## src/design/apt_pkg.sv

```systemverilog
// Shared types and constants for the altitude PID thrust controller.
package apt_pkg;

  // Register indexes on the configuration port.
  localparam logic [2:0] REG_TARGET_HEIGHT = 3'd0;
  localparam logic [2:0] REG_GAIN_P        = 3'd1;
  localparam logic [2:0] REG_GAIN_I        = 3'd2;
  localparam logic [2:0] REG_GAIN_D        = 3'd3;
  localparam logic [2:0] REG_GRAVITY       = 3'd4;
  localparam logic [2:0] REG_MAX_THRUST    = 3'd5;
  localparam logic [2:0] REG_BODY_MASS     = 3'd6;

  // Saturation limit of one gain term magnitude, 2^40.
  localparam logic [40:0] TERM_LIM = 41'h100_0000_0000;

  // Operand selection for the shared multiplier.
  typedef enum logic [2:0] {
    OP_P,
    OP_D,
    OP_ILO,
    OP_IHI,
    OP_T
  } op_sel_t;

  // Control strobes from the sequencer to the datapath.
  typedef struct packed {
    logic    take_input;
    logic    prep;
    logic    mul_load;
    op_sel_t mul_sel;
    logic    acc_prod;
    logic    lo_load;
    logic    mag_load;
    logic    acc_mag;
    logic    s_load;
    logic    finish;
  } ctrl_t;

endpackage

```

## src/design/apt_mul.sv

```systemverilog
// Shared 32 by 32 unsigned multiplier with registered operands and product.
module apt_mul
  import apt_pkg::*;
(
  input  logic        clk,
  input  logic        load,
  input  logic [31:0] a,
  input  logic [31:0] b,
  input  logic        tag,
  output logic [63:0] prod,
  output logic        prod_tag
);

  logic [31:0] a_r;
  logic [31:0] b_r;
  logic        tag_r;

  // Operands are captured on a request and held until the next one.
  always_ff @(posedge clk) begin
    if (load) begin
      a_r   <= a;
      b_r   <= b;
      tag_r <= tag;
    end
  end

  // The product of the held operands is registered, so it follows them in the next cycle.
  always_ff @(posedge clk) begin
    prod     <= 64'(a_r) * 64'(b_r);
    prod_tag <= tag_r;
  end

endmodule

```

## src/design/apt_seq.sv

```systemverilog
// Sequencer that steps one altitude sample through the shared multiplier.
module apt_seq
  import apt_pkg::*;
(
  input  logic  clk,
  input  logic  rst,
  input  logic  in_valid,
  input  logic  out_free,
  output ctrl_t ctrl
);

  typedef enum logic [11:0] {
    S_IDLE = 12'b0000_0000_0001,
    S_P    = 12'b0000_0000_0010,
    S_D    = 12'b0000_0000_0100,
    S_IL   = 12'b0000_0000_1000,
    S_IH   = 12'b0000_0001_0000,
    S_W1   = 12'b0000_0010_0000,
    S_W2   = 12'b0000_0100_0000,
    S_AI   = 12'b0000_1000_0000,
    S_SS   = 12'b0001_0000_0000,
    S_T    = 12'b0010_0000_0000,
    S_W3   = 12'b0100_0000_0000,
    S_F    = 12'b1000_0000_0000
  } state_t;

  state_t state;
  state_t state_next;

  // State register.
  always_ff @(posedge clk) begin
    if (rst) begin
      state <= S_IDLE;
    end else begin
      state <= state_next;
    end
  end

  // Next state and control strobes for each step.
  always_comb begin
    state_next = state;
    ctrl       = '0;
    ctrl.mul_sel = OP_P;
    unique case (state)
      S_IDLE: begin
        ctrl.take_input = 1'b1;
        if (in_valid) begin
          state_next = S_P;
        end
      end
      S_P: begin
        ctrl.prep     = 1'b1;
        ctrl.mul_load = 1'b1;
        ctrl.mul_sel  = OP_P;
        state_next    = S_D;
      end
      S_D: begin
        ctrl.mul_load = 1'b1;
        ctrl.mul_sel  = OP_D;
        state_next    = S_IL;
      end
      S_IL: begin
        ctrl.mul_load = 1'b1;
        ctrl.mul_sel  = OP_ILO;
        ctrl.acc_prod = 1'b1;
        state_next    = S_IH;
      end
      S_IH: begin
        ctrl.mul_load = 1'b1;
        ctrl.mul_sel  = OP_IHI;
        ctrl.acc_prod = 1'b1;
        state_next    = S_W1;
      end
      S_W1: begin
        ctrl.lo_load = 1'b1;
        state_next   = S_W2;
      end
      S_W2: begin
        ctrl.mag_load = 1'b1;
        state_next    = S_AI;
      end
      S_AI: begin
        ctrl.acc_mag = 1'b1;
        state_next   = S_SS;
      end
      S_SS: begin
        ctrl.s_load = 1'b1;
        state_next  = S_T;
      end
      S_T: begin
        ctrl.mul_load = 1'b1;
        ctrl.mul_sel  = OP_T;
        state_next    = S_W3;
      end
      S_W3: begin
        state_next = S_F;
      end
      S_F: begin
        if (out_free) begin
          ctrl.finish = 1'b1;
          state_next  = S_IDLE;
        end
      end
      default: begin
        state_next = S_IDLE;
      end
    endcase
  end

endmodule

```

## src/design/altitude_pid_thrust_top.sv

```systemverilog
// Top level of the altitude PID thrust controller with anti-windup.
//
// Usage: configuration registers are written over cfg_we / cfg_index / cfg_data
// while the block is idle; each write takes effect at once. Altitude samples
// arrive on the in_valid / in_ready channel, one request per control tick, and
// each produces exactly one result on the out_valid / out_ready channel.
// The single shared 32x32 multiplier computes the five products (P term,
// D term, two halves of the I term, and mass times acceleration) in sequence,
// each through registered operands and a registered product, so a new sample
// is taken only once the last one has finished.
// in_ready is high only while no sample is in flight.
// The result sits in an output register; if the receiver stalls, the block
// holds its finished sample and accepts no new sample until the output
// register frees up.
// Reset (synchronous, active high) clears the config registers, the integrator,
// the previous error and out_valid, leaving the block idle with no result pending.
module altitude_pid_thrust_top
  import apt_pkg::*;
#(
  parameter int FRAC_BITS = 16,
  parameter int SUM_WIDTH = 48
) (
  input  logic        clk,
  input  logic        rst,
  input  logic        cfg_we,
  input  logic [2:0]  cfg_index,
  input  logic [31:0] cfg_data,
  input  logic        in_valid,
  output logic        in_ready,
  input  logic signed [31:0] measured_height,
  output logic        out_valid,
  input  logic        out_ready,
  output logic [29:0] motor_thrust,
  output logic        clamped_high,
  output logic        clamped_low
);

  localparam logic signed [SUM_WIDTH-1:0] SUM_MAX = {1'b0, {(SUM_WIDTH-1){1'b1}}};
  localparam logic signed [SUM_WIDTH-1:0] SUM_MIN = {1'b1, {(SUM_WIDTH-1){1'b0}}};

  ctrl_t ctrl;
  logic  out_free;

  logic signed [31:0] target_height;
  logic signed [31:0] gain_p;
  logic signed [31:0] gain_i;
  logic signed [31:0] gain_d;
  logic [30:0]        gravity_per_tick;
  logic [31:0]        max_thrust;
  logic [31:0]        body_mass;

  logic signed [SUM_WIDTH-1:0] error_sum;
  logic signed [31:0]          last_error;

  logic signed [31:0]          err_r;
  logic signed [SUM_WIDTH-1:0] sum_new_r;
  logic signed [32:0]          deriv_r;
  logic signed [42:0]          acc;
  logic [63:0]                 lo_r;
  logic [63:0]                 mag_r;
  logic                        mag_neg_r;
  logic signed [33:0]          s_r;

  logic signed [32:0]          err_diff;
  logic signed [31:0]          err_sat;
  logic signed [SUM_WIDTH:0]   sum_wide;
  logic signed [SUM_WIDTH-1:0] sum_next;
  logic signed [32:0]          deriv_next;

  logic signed [31:0] op_gain;
  logic signed [63:0] op_val;
  logic [31:0]        gain_bits;
  logic [63:0]        val_bits;
  logic [31:0]        gain_mag;
  logic [63:0]        val_mag;
  logic               s_pos;
  logic [31:0]        mul_a;
  logic [31:0]        mul_b;
  logic               mul_tag;
  logic [63:0]        prod;
  logic               prod_tag;

  logic [63:0]        term_src;
  logic               term_neg;
  logic [63:0]        term_shift;
  logic [40:0]        term_cap;
  logic signed [42:0] acc_term;
  logic signed [42:0] acc_next;
  logic signed [31:0] acc32;
  logic signed [33:0] s_next;

  logic [63:0] total_full;
  logic        hi;
  logic        lo;
  logic [31:0] total_sel;

  apt_seq u_seq (
    .clk      (clk),
    .rst      (rst),
    .in_valid (in_valid),
    .out_free (out_free),
    .ctrl     (ctrl)
  );

  apt_mul u_mul (
    .clk      (clk),
    .load     (ctrl.mul_load),
    .a        (mul_a),
    .b        (mul_b),
    .tag      (mul_tag),
    .prod     (prod),
    .prod_tag (prod_tag)
  );

  assign in_ready = ctrl.take_input;
  assign out_free = !out_valid || out_ready;

  // Configuration register file.
  always_ff @(posedge clk) begin
    if (rst) begin
      target_height    <= '0;
      gain_p           <= '0;
      gain_i           <= '0;
      gain_d           <= '0;
      gravity_per_tick <= '0;
      max_thrust       <= '0;
      body_mass        <= '0;
    end else if (cfg_we) begin
      unique case (cfg_index)
        REG_TARGET_HEIGHT: target_height    <= cfg_data;
        REG_GAIN_P:        gain_p           <= cfg_data;
        REG_GAIN_I:        gain_i           <= cfg_data;
        REG_GAIN_D:        gain_d           <= cfg_data;
        REG_GRAVITY:       gravity_per_tick <= cfg_data[30:0];
        REG_MAX_THRUST:    max_thrust       <= cfg_data;
        REG_BODY_MASS:     body_mass        <= cfg_data;
        default: begin
        end
      endcase
    end
  end

  // Saturated error, integrator update and derivative.
  always_comb begin
    err_diff = 33'(target_height) - 33'(measured_height);
    if (err_diff[32] != err_diff[31]) begin
      err_sat = err_diff[32] ? 32'sh8000_0000 : 32'sh7FFF_FFFF;
    end else begin
      err_sat = err_diff[31:0];
    end
    sum_wide = (SUM_WIDTH+1)'(error_sum) + (SUM_WIDTH+1)'(err_r);
    if (sum_wide[SUM_WIDTH] != sum_wide[SUM_WIDTH-1]) begin
      sum_next = sum_wide[SUM_WIDTH] ? SUM_MIN : SUM_MAX;
    end else begin
      sum_next = sum_wide[SUM_WIDTH-1:0];
    end
    deriv_next = 33'(err_r) - 33'(last_error);
  end

  // Multiplier operands: magnitudes of gain and value with the product sign as tag, or body mass and positive command.
  always_comb begin
    case (ctrl.mul_sel)
      OP_P: begin
        op_gain = gain_p;
        op_val  = 64'(err_r);
      end
      OP_D: begin
        op_gain = gain_d;
        op_val  = 64'(deriv_r);
      end
      default: begin
        op_gain = gain_i;
        op_val  = 64'(sum_new_r);
      end
    endcase
    gain_bits = op_gain;
    val_bits  = op_val;
    gain_mag  = gain_bits[31] ? (32'd0 - gain_bits) : gain_bits;
    val_mag   = val_bits[63] ? (64'd0 - val_bits) : val_bits;
    s_pos     = !s_r[33] && (s_r != '0);
    if (ctrl.mul_sel == OP_T) begin
      mul_a   = body_mass;
      mul_b   = s_pos ? s_r[31:0] : 32'd0;
      mul_tag = 1'b0;
    end else begin
      mul_a   = gain_mag;
      mul_b   = (ctrl.mul_sel == OP_IHI) ? val_mag[63:32] : val_mag[31:0];
      mul_tag = gain_bits[31] ^ val_bits[63];
    end
  end

  // Gain term: drop the fraction, saturate the magnitude, then add with its sign.
  always_comb begin
    term_src   = ctrl.acc_mag ? mag_r : prod;
    term_neg   = ctrl.acc_mag ? mag_neg_r : prod_tag;
    term_shift = term_src >> FRAC_BITS;
    term_cap   = (term_shift > 64'(TERM_LIM)) ? TERM_LIM : term_shift[40:0];
    acc_term   = $signed({2'b00, term_cap});
    acc_next   = term_neg ? (acc - acc_term) : (acc + acc_term);
  end

  // Command saturation and gravity offset.
  always_comb begin
    if ((acc[42:31] != '0) && (acc[42:31] != '1)) begin
      acc32 = acc[42] ? 32'sh8000_0000 : 32'sh7FFF_FFFF;
    end else begin
      acc32 = acc[31:0];
    end
    s_next = $signed({3'b000, gravity_per_tick}) + 34'(acc32);
  end

  // Thrust clamp.
  always_comb begin
    total_full = prod >> FRAC_BITS;
    hi         = total_full > {32'd0, max_thrust};
    lo         = s_r[33] && (body_mass != '0);
    total_sel  = hi ? max_thrust : total_full[31:0];
  end

  // Working registers of one sample.
  always_ff @(posedge clk) begin
    if (ctrl.take_input && in_valid) begin
      err_r <= err_sat;
    end
    if (ctrl.prep) begin
      sum_new_r <= sum_next;
      deriv_r   <= deriv_next;
    end
    if (ctrl.prep) begin
      acc <= '0;
    end else if (ctrl.acc_prod || ctrl.acc_mag) begin
      acc <= acc_next;
    end
    if (ctrl.lo_load) begin
      lo_r <= prod;
    end
    if (ctrl.mag_load) begin
      mag_r     <= {lo_r[63:32] + prod[31:0], lo_r[31:0]};
      mag_neg_r <= prod_tag;
    end
    if (ctrl.s_load) begin
      s_r <= s_next;
    end
  end

  // Controller state: integrator with anti-windup and previous error.
  always_ff @(posedge clk) begin
    if (rst) begin
      error_sum  <= '0;
      last_error <= '0;
    end else if (ctrl.finish) begin
      if (!hi) begin
        error_sum <= sum_new_r;
      end
      last_error <= err_r;
    end
  end

  // Output register.
  always_ff @(posedge clk) begin
    if (rst) begin
      out_valid <= 1'b0;
    end else if (ctrl.finish) begin
      out_valid <= 1'b1;
    end else if (out_ready) begin
      out_valid <= 1'b0;
    end
  end

  always_ff @(posedge clk) begin
    if (ctrl.finish) begin
      motor_thrust <= total_sel[31:2];
      clamped_high <= hi;
      clamped_low  <= lo;
    end
  end

endmodule
```

## config.mk

```make
export PLATFORM = sky130hd
export DESIGN_NAME = altitude_pid_thrust_top
export DESIGN_NICKNAME = d
export VERILOG_FILES = /design/src/design/apt_pkg.sv /design/src/design/apt_mul.sv /design/src/design/apt_seq.sv /design/src/design/altitude_pid_thrust_top.sv
export SDC_FILE = /design/constraint.sdc
export NUM_CORES = 2
export LEC_CHECK = 0
export BUFFER_PORTS_ARGS = -buffer_cell sky130_fd_sc_hd__buf_4
export CAP_MARGIN = 20
export CORE_MARGIN = 8
export CORE_UTILIZATION = 50
export DETAILED_ROUTE_END_ITERATION = 10
export PLACE_DENSITY_LB_ADDON = 0.3
export REMOVE_ABC_BUFFERS = 1
export SETUP_SLACK_MARGIN = 0.05
export SLEW_MARGIN = 25
export SYNTH_ARGS = -nofsm -noshare
export SYNTH_HDL_FRONTEND = slang
export SYNTH_SLANG_ARGS = --single-unit
export TNS_END_PERCENT = 10
```

## constraint.sdc

```tcl
create_clock -name clk -period 8.14 [get_ports clk]
set_input_delay 0.814 -clock clk [delete_from_list [all_inputs] [get_ports clk]]
set_output_delay 0.814 -clock clk [all_outputs]
set_load 0.01 [all_outputs]
```

# Word level (Yosys, flattened, before mapping)
# Cells that the tools add are included.
[word_totals] regBits=797 latch_bits=0 ramBits=0 rom_bits=0 inputBits=72 mem_count=0
[op_classes] add_sub_neg=9 multipliers=1 div=0 order_cmp=2 eq_ne=26 n_shift=0 n_mux=34 bitwise_logic=2 reduce_logical=24
[op_table] op="two-way mux 32 bit" count=10
[op_table] op="case mux 12 bit (12 select lines)" count=1
[op_table] op="two-way mux 64 bit" count=2
[op_table] op="case mux 64 bit (2 select lines)" count=1
[op_table] op="two-way mux 48 bit" count=2
[op_table] op="subtractor 32 x 32 -> 33 bit" count=2
[op_table] op="multiplier 32 x 32 -> 64 bit" count=1
[op_table] op="case mux 32 bit (2 select lines)" count=1
[op_table] op="subtractor 1 x 64 -> 64 bit (first input constant)" count=1
[op_table] op="adder 48 x 32 -> 49 bit" count=1
[op_table] op="> comparator 48 x 32 -> 1 bit" count=1
[op_table] op="> comparator 48 x 41 -> 1 bit (second input constant)" count=1
[op_table] op="adder 43 x 42 -> 43 bit" count=1
[op_table] op="two-way mux 43 bit" count=1
[op_table] op="subtractor 43 x 42 -> 43 bit" count=1
[op_table] op="two-way mux 41 bit" count=1
[op_table] op="nonzero test 34 bit" count=1
[op_table] op="adder 32 x 32 -> 33 bit" count=1
[op_table] op="adder 32 bit" count=1
[op_table] op="nonzero test 32 bit" count=1
[op_table] op="subtractor 1 x 32 -> 32 bit (first input constant)" count=1
[op_table] op="two-way mux 12 bit" count=2
[op_table] op="case mux 4 bit (5 select lines)" count=1
[op_table] op="AND reduction 2 bit" count=9
[op_table] op="other kinds (28)" count=53

# Logic depth before layout (Yosys ltp)
[logic_depth] word_depth=8 depth_mapped=33 mapped_depth_nobuf=29

# Modules after synthesis
# Synthesis repeated with hierarchy kept, for this count alone.
[hier_totals] cells_unflattened=8480 hier_area_um2=76936.3
[modules_own_cells] module="altitude_pid_thrust_top" instances=1 cells_per_inst=4604 area_each_um2=39689.3 seq_area_each_um2=15204.6
[modules_own_cells] module="apt_mul" instances=1 cells_per_inst=3794 area_each_um2=36536.3 seq_area_each_um2=3253.1
[modules_own_cells] module="apt_seq" instances=1 cells_per_inst=82 area_each_um2=710.7 seq_area_each_um2=240.2

# Worst setup path before layout
# No wires, ideal clock.
[synth_timing] path_kind="reg-to-reg" start="register u_mul.b_r[23]" end="register u_mul.prod[63]" setup_ps=72 arrival_ps=7419 required_time_ps=8068 slack_ps=648 path_stages_with_launch=28 path_buffers=2 synth_period_minus_slack_ps=7492 path_cell_list="edfxtp_1 > clkbuf_1 > nand2_1 > fa_1 > inv_1 > fa_1 > inv_1 > fa_1 > inv_1 > fa_1 > fa_1 > fa_1 > fa_1 > fa_1 > ha_1 > clkbuf_1 > a21o_1 > or3_1 > a211oi_1 > a21oi_1 > o41ai_1 > a21oi_1 > nand2_1 > o31ai_1 > a311oi_1 > o211ai_1 > a31oi_1 > xnor2_1"
[synth_between] elab_chain_cells=1
[synth_rtl] item="from (decl)" line="apt_mul.sv:15" source="logic [31:0] b_r;"
[synth_rtl] item="from (signal assigned)" line="apt_mul.sv:22" source="b_r <= b;"
[synth_rtl] item="multiplier 32 x 32 -> 64 bit" line="apt_mul.sv:29" source="prod <= 64'(a_r) * 64'(b_r);"
[synth_rtl] item="to (signal assigned)" line="apt_mul.sv:29"
[synth_rtl] item="to (decl)" line="apt_mul.sv:10" source="output logic [63:0] prod,"
# Every way passes these cells.
# A chain may end at the register's enable or synchronous reset.

# Worst setup path in the final report
[layout_timing] start="register u_mul.b_r[28]" end="register u_mul.prod[63]"
# The elaborated chain is that of the path after synthesis.

==> implementation parameters <==
Parameter                              Value

Detailed routing
  Highest routing layer actually used ... met5
  Total via count after detailed routing ... between 60000 and 70000
  Met3 routed WL ... 21300 microns
  Met2 WL post-DR ... ~110000 microns
  Wire length reported by the detailed router ... approximately 240000 microns
  DRT Pass-1 Iters ... 6
  Length of routed wiring on met1 ... a little under 100000 microns
  Per-cell via count in the routed design ... between 5 and 6
  Number of remaining DRC errors ... 0
  Wire length per cell after detailed routing ... 22.7 microns
  Post-DRT Antenna Nets ... 0
  First-iteration detailed-routing DRC count ... between 5000 and 6000

Layout
  Area grow syn2layout ... 9.82%
  Post-Route Utilization ... about 55%
  Proportion of layout cells with a drive suffix above 1 ... under 10%
  Number of nets in the layout ... approximately 10000
  Post-route standard cell area excluding fillers ... around 83000 sq um
  Number of non-filler instances in the completed layout ... about 11000

Global route
  First-pass GRT wire length ... 369000 microns
  Number of antenna violations at the first check in global routing ... 14
  Vias in the first global route ... just over 60000
  Global route overflow ... 0
  Pin count of the biggest net entering global routing ... ~160
  GRT Resource Usage Total ... approximately 29%

Place
  Placed Instance Area ... approximately 80000 sq um
  Final HPWL DP ... ~190000 microns
  Placer Congestion ... 0.965
  Total placed cells including tap cells ... roughly 10000
  Number of port buffers ... 105

Floorplan
  Die area ... around 160000 sq um
  Row count ... 143
  Die outline width ... just over 400 microns
  Initial core utilization ... about half
  Num ports ... about 110
  Core Area ... between 150000 and 200000 sq um
  Die outline height ... about 400 microns

Synth
  Cell area after synthesis ... approximately 76000 sq um
  Fraction of synthesis flops using an asynchronous set or reset pin ... 0%
  Share of synthesized area occupied by flip-flops and latches ... around a quarter
  Number of synthesis warnings ... 0
  Yosys top cell area share ... between 20% and 30%
  Largest cells by area after synthesis ... sky130_fd_sc_hd__fa_1 24%, sky130_fd_sc_hd__edfxtp_1 13%, sky130_fd_sc_hd__dfxtp_1 11%, sky130_fd_sc_hd__ha_1 8.5%, sky130_fd_sc_hd__nand2_1 6.4%
  Post-synth EDFFs ... 340
  Leading cell type by number of instances after synthesis ... sky130_fd_sc_hd__nand2_1
  Mapped Cells ... approximately 8500
  Synthesized area per cell ... between 8 and 9 sq um
  Synth cell types ... between 90 and 100
  Predominant post-synthesis flop cell ... sky130_fd_sc_hd__dfxtp_1
  Top cell types by occurrence after synthesis ... 1295 x sky130_fd_sc_hd__nand2_1, 1079 x sky130_fd_sc_hd__inv_1, 902 x sky130_fd_sc_hd__fa_1
  Cell taking the most area after synthesis ... sky130_fd_sc_hd__fa_1
  Flip-flop and latch count after synthesis ... approximately 760

Pwr
  Clock share of power ... between 15 and 20%
  Peak ir drop on the vdd network ... roughly 0.50 mV
  P_leak ... 0.0372 uW
  Cell-internal power ... 13300 uW
  Total power draw ... between 20000 and 25000 uW
  Logic pwr share ... 63.0%
  Switching power as a share of total power ... a little under half
  Power share of the sequential group ... between 10% and 20%
  Net switching power ... approximately 12000 uW
  Power Density ... between 200 and 300 nW/um^2

Setup path
  CP Data Arrival Time ... about 8.6 ns
  CP Data Required Time ... between 8 and 9 ns
  Most frequent CP cell ... sky130_fd_sc_hd__fa_1
  Longest individual stage delay on the worst path ... 0.69 ns
  Kind of end point of the critical path ... register
  Reg-to-Reg Start ... u_mul.b_r[28]
  Total buffers and inverters traversed by the critical path ... 5
  Launch point of the worst path ... u_mul.b_r[28]
  Critical-path cell with the highest stage delay ... sky130_fd_sc_hd__edfxtp_1
  Critical path start-end classification ... reg -> reg
  Category of the worst setup path launch point ... register
  Peak fanout along the critical path ... 23
  Kind of cell with the highest combined delay on the critical path ... adder cells

Hold path
  Start point of the worst hold path ... lo_r[31]
  Hold WC Path Type ... reg -> reg

Clock network
  TritonCTS buffer count ... 89
  Insertion delay to the later sink of the worst-skew pair ... 0.73 ns
  Library cell used as clock root buffer ... sky130_fd_sc_hd__clkbuf_16
  Number of hold buffers added after CTS ... 0
  Clk sink count ... 764
  CTS tree ... yes
  Maximum root-to-sink buffer count ... 3
  Number of levels in the clock H-tree ... 3
  Clock-pin transition on the worst setup and hold timing paths ... around 0.060 ns

STA
  Period utilization ... 97.4%
  Setup Skew ... ~0.057 ns
  Hold Fails Final Rpt ... 0
  Relative slew margins ... roughly 29%
  Unrepaired setup endpoints after global routing ... true
  Highest clock rate ... 0.126 GHz
  Actual slew at the worst max-slew pin ... ~1.1 ns
  Finish-stage setup viols ... 0
  Final-layout setup total negative slack ... 0 ns
  Final Slew Violations ... 0
  Minimum period implied by the final worst setup slack ... 7.93 ns

Outcome
  Status ... finished, final reports clean

Flow run
  Number of violations of the max-capacitance limit ... 0
-- metrics by stage --
stage	setup slack, ns	hold slack (ns)
6_report	0.212	0.389
4_1_cts	0.0847	0.371
3_5_place_dp	0.0943	0.407
3_3_place_gp	0.159	0.402
5_1_grt	0.00144	0.385
2_1_floorplan	-1.13	0.323
-- area by class of cell --
type                    count  area (sq um)
fillers                 13500         68000
multi-input cells        6211         51700
well taps                2030          2540
diodes                      7          17.5
flip-flops and latches    764         18700
repair buffers            345          3100
inverters                1080          4060
clock inverters            46           534
clock buffers             122          2610
-- cells by family (layout without fill, tap and decap cells) --
| group | count (synthesis) | after routing | share of synthesized area, % |
|---|---|---|---|
| compound gates | 1582 | 1582 | 12.7 |
| xor+xnor | 331 | 331 | 3.82 |
| fa+ha+maj | 1454 | 1454 | 32.8 |
| buf+inv | 1502 | 1593 | 7.48 |
| flops | 764 | 764 | 24.7 |
| mux | 90 | 90 | 1.19 |
| other cells | 0 | 7 | 0 |
| simple gates | 2754 | 2754 | 17.3 |
-- registers in the layout, summed over array words and instances (netlist names), 33 cells and up --
register,count
deriv_r,33
error_sum,48
s_r,33
mag_r,48
sum_new_r,48
lo_r,48
u_mul.prod,64
acc,43
-- power by group through the flow --
stage / sequential [uW] / combinational, uW / clock, uW
after detailed placement: 5000 / 15100 / 0
final: 4930 / 15700 / 4250
after global routing: 4920 / 17100 / 4460
after CTS: 4920 / 15200 / 4320
after global placement: 4990 / 15000 / 0
after floorplan: 4750 / 9540 / 0
-- placed cells by master, fill, tap and decap left out, types with 182 or more instances in the layout --
| master | instances |
|---|---|
| sky130_fd_sc_hd__a21o_1 | 182 |
| sky130_fd_sc_hd__edfxtp_1 | 340 |
| sky130_fd_sc_hd__and2_1 | 613 |
| sky130_fd_sc_hd__inv_1 | 1078 |
| sky130_fd_sc_hd__nor2_1 | 334 |
| sky130_fd_sc_hd__ha_1 | 513 |
| sky130_fd_sc_hd__buf_4 | 297 |
| sky130_fd_sc_hd__dfxtp_1 | 424 |
| sky130_fd_sc_hd__xnor2_1 | 202 |
| sky130_fd_sc_hd__fa_1 | 899 |
| sky130_fd_sc_hd__a21oi_1 | 639 |
| sky130_fd_sc_hd__nand2_1 | 1293 |
| sky130_fd_sc_hd__o21ai_0 | 320 |
-- metal layers --
metal	track usage (%)	vias to the layer above
li1	-	27700
met4	14.0	2
met3	5.42	507
met1	39.5	30100
met5	0	-
met2	44.6	2711
-- final timing paths --
check | to | slack (ns) | cells after the start
max | u_mul.prod[63] | 0.21 | 27
min | mag_r[31] | 0.39 | 0
max reg2reg | u_mul.prod[63] | 0.21 | 27
min reg2reg | mag_r[31] | 0.39 | 0
-- repair_timing --
action,4_1_cts,5_1_grt
resized for setup,0,40
endpoints found under the setup margin,0,19
buffers inserted,0,7
Note: power is estimated with default switching activity, not from simulation.
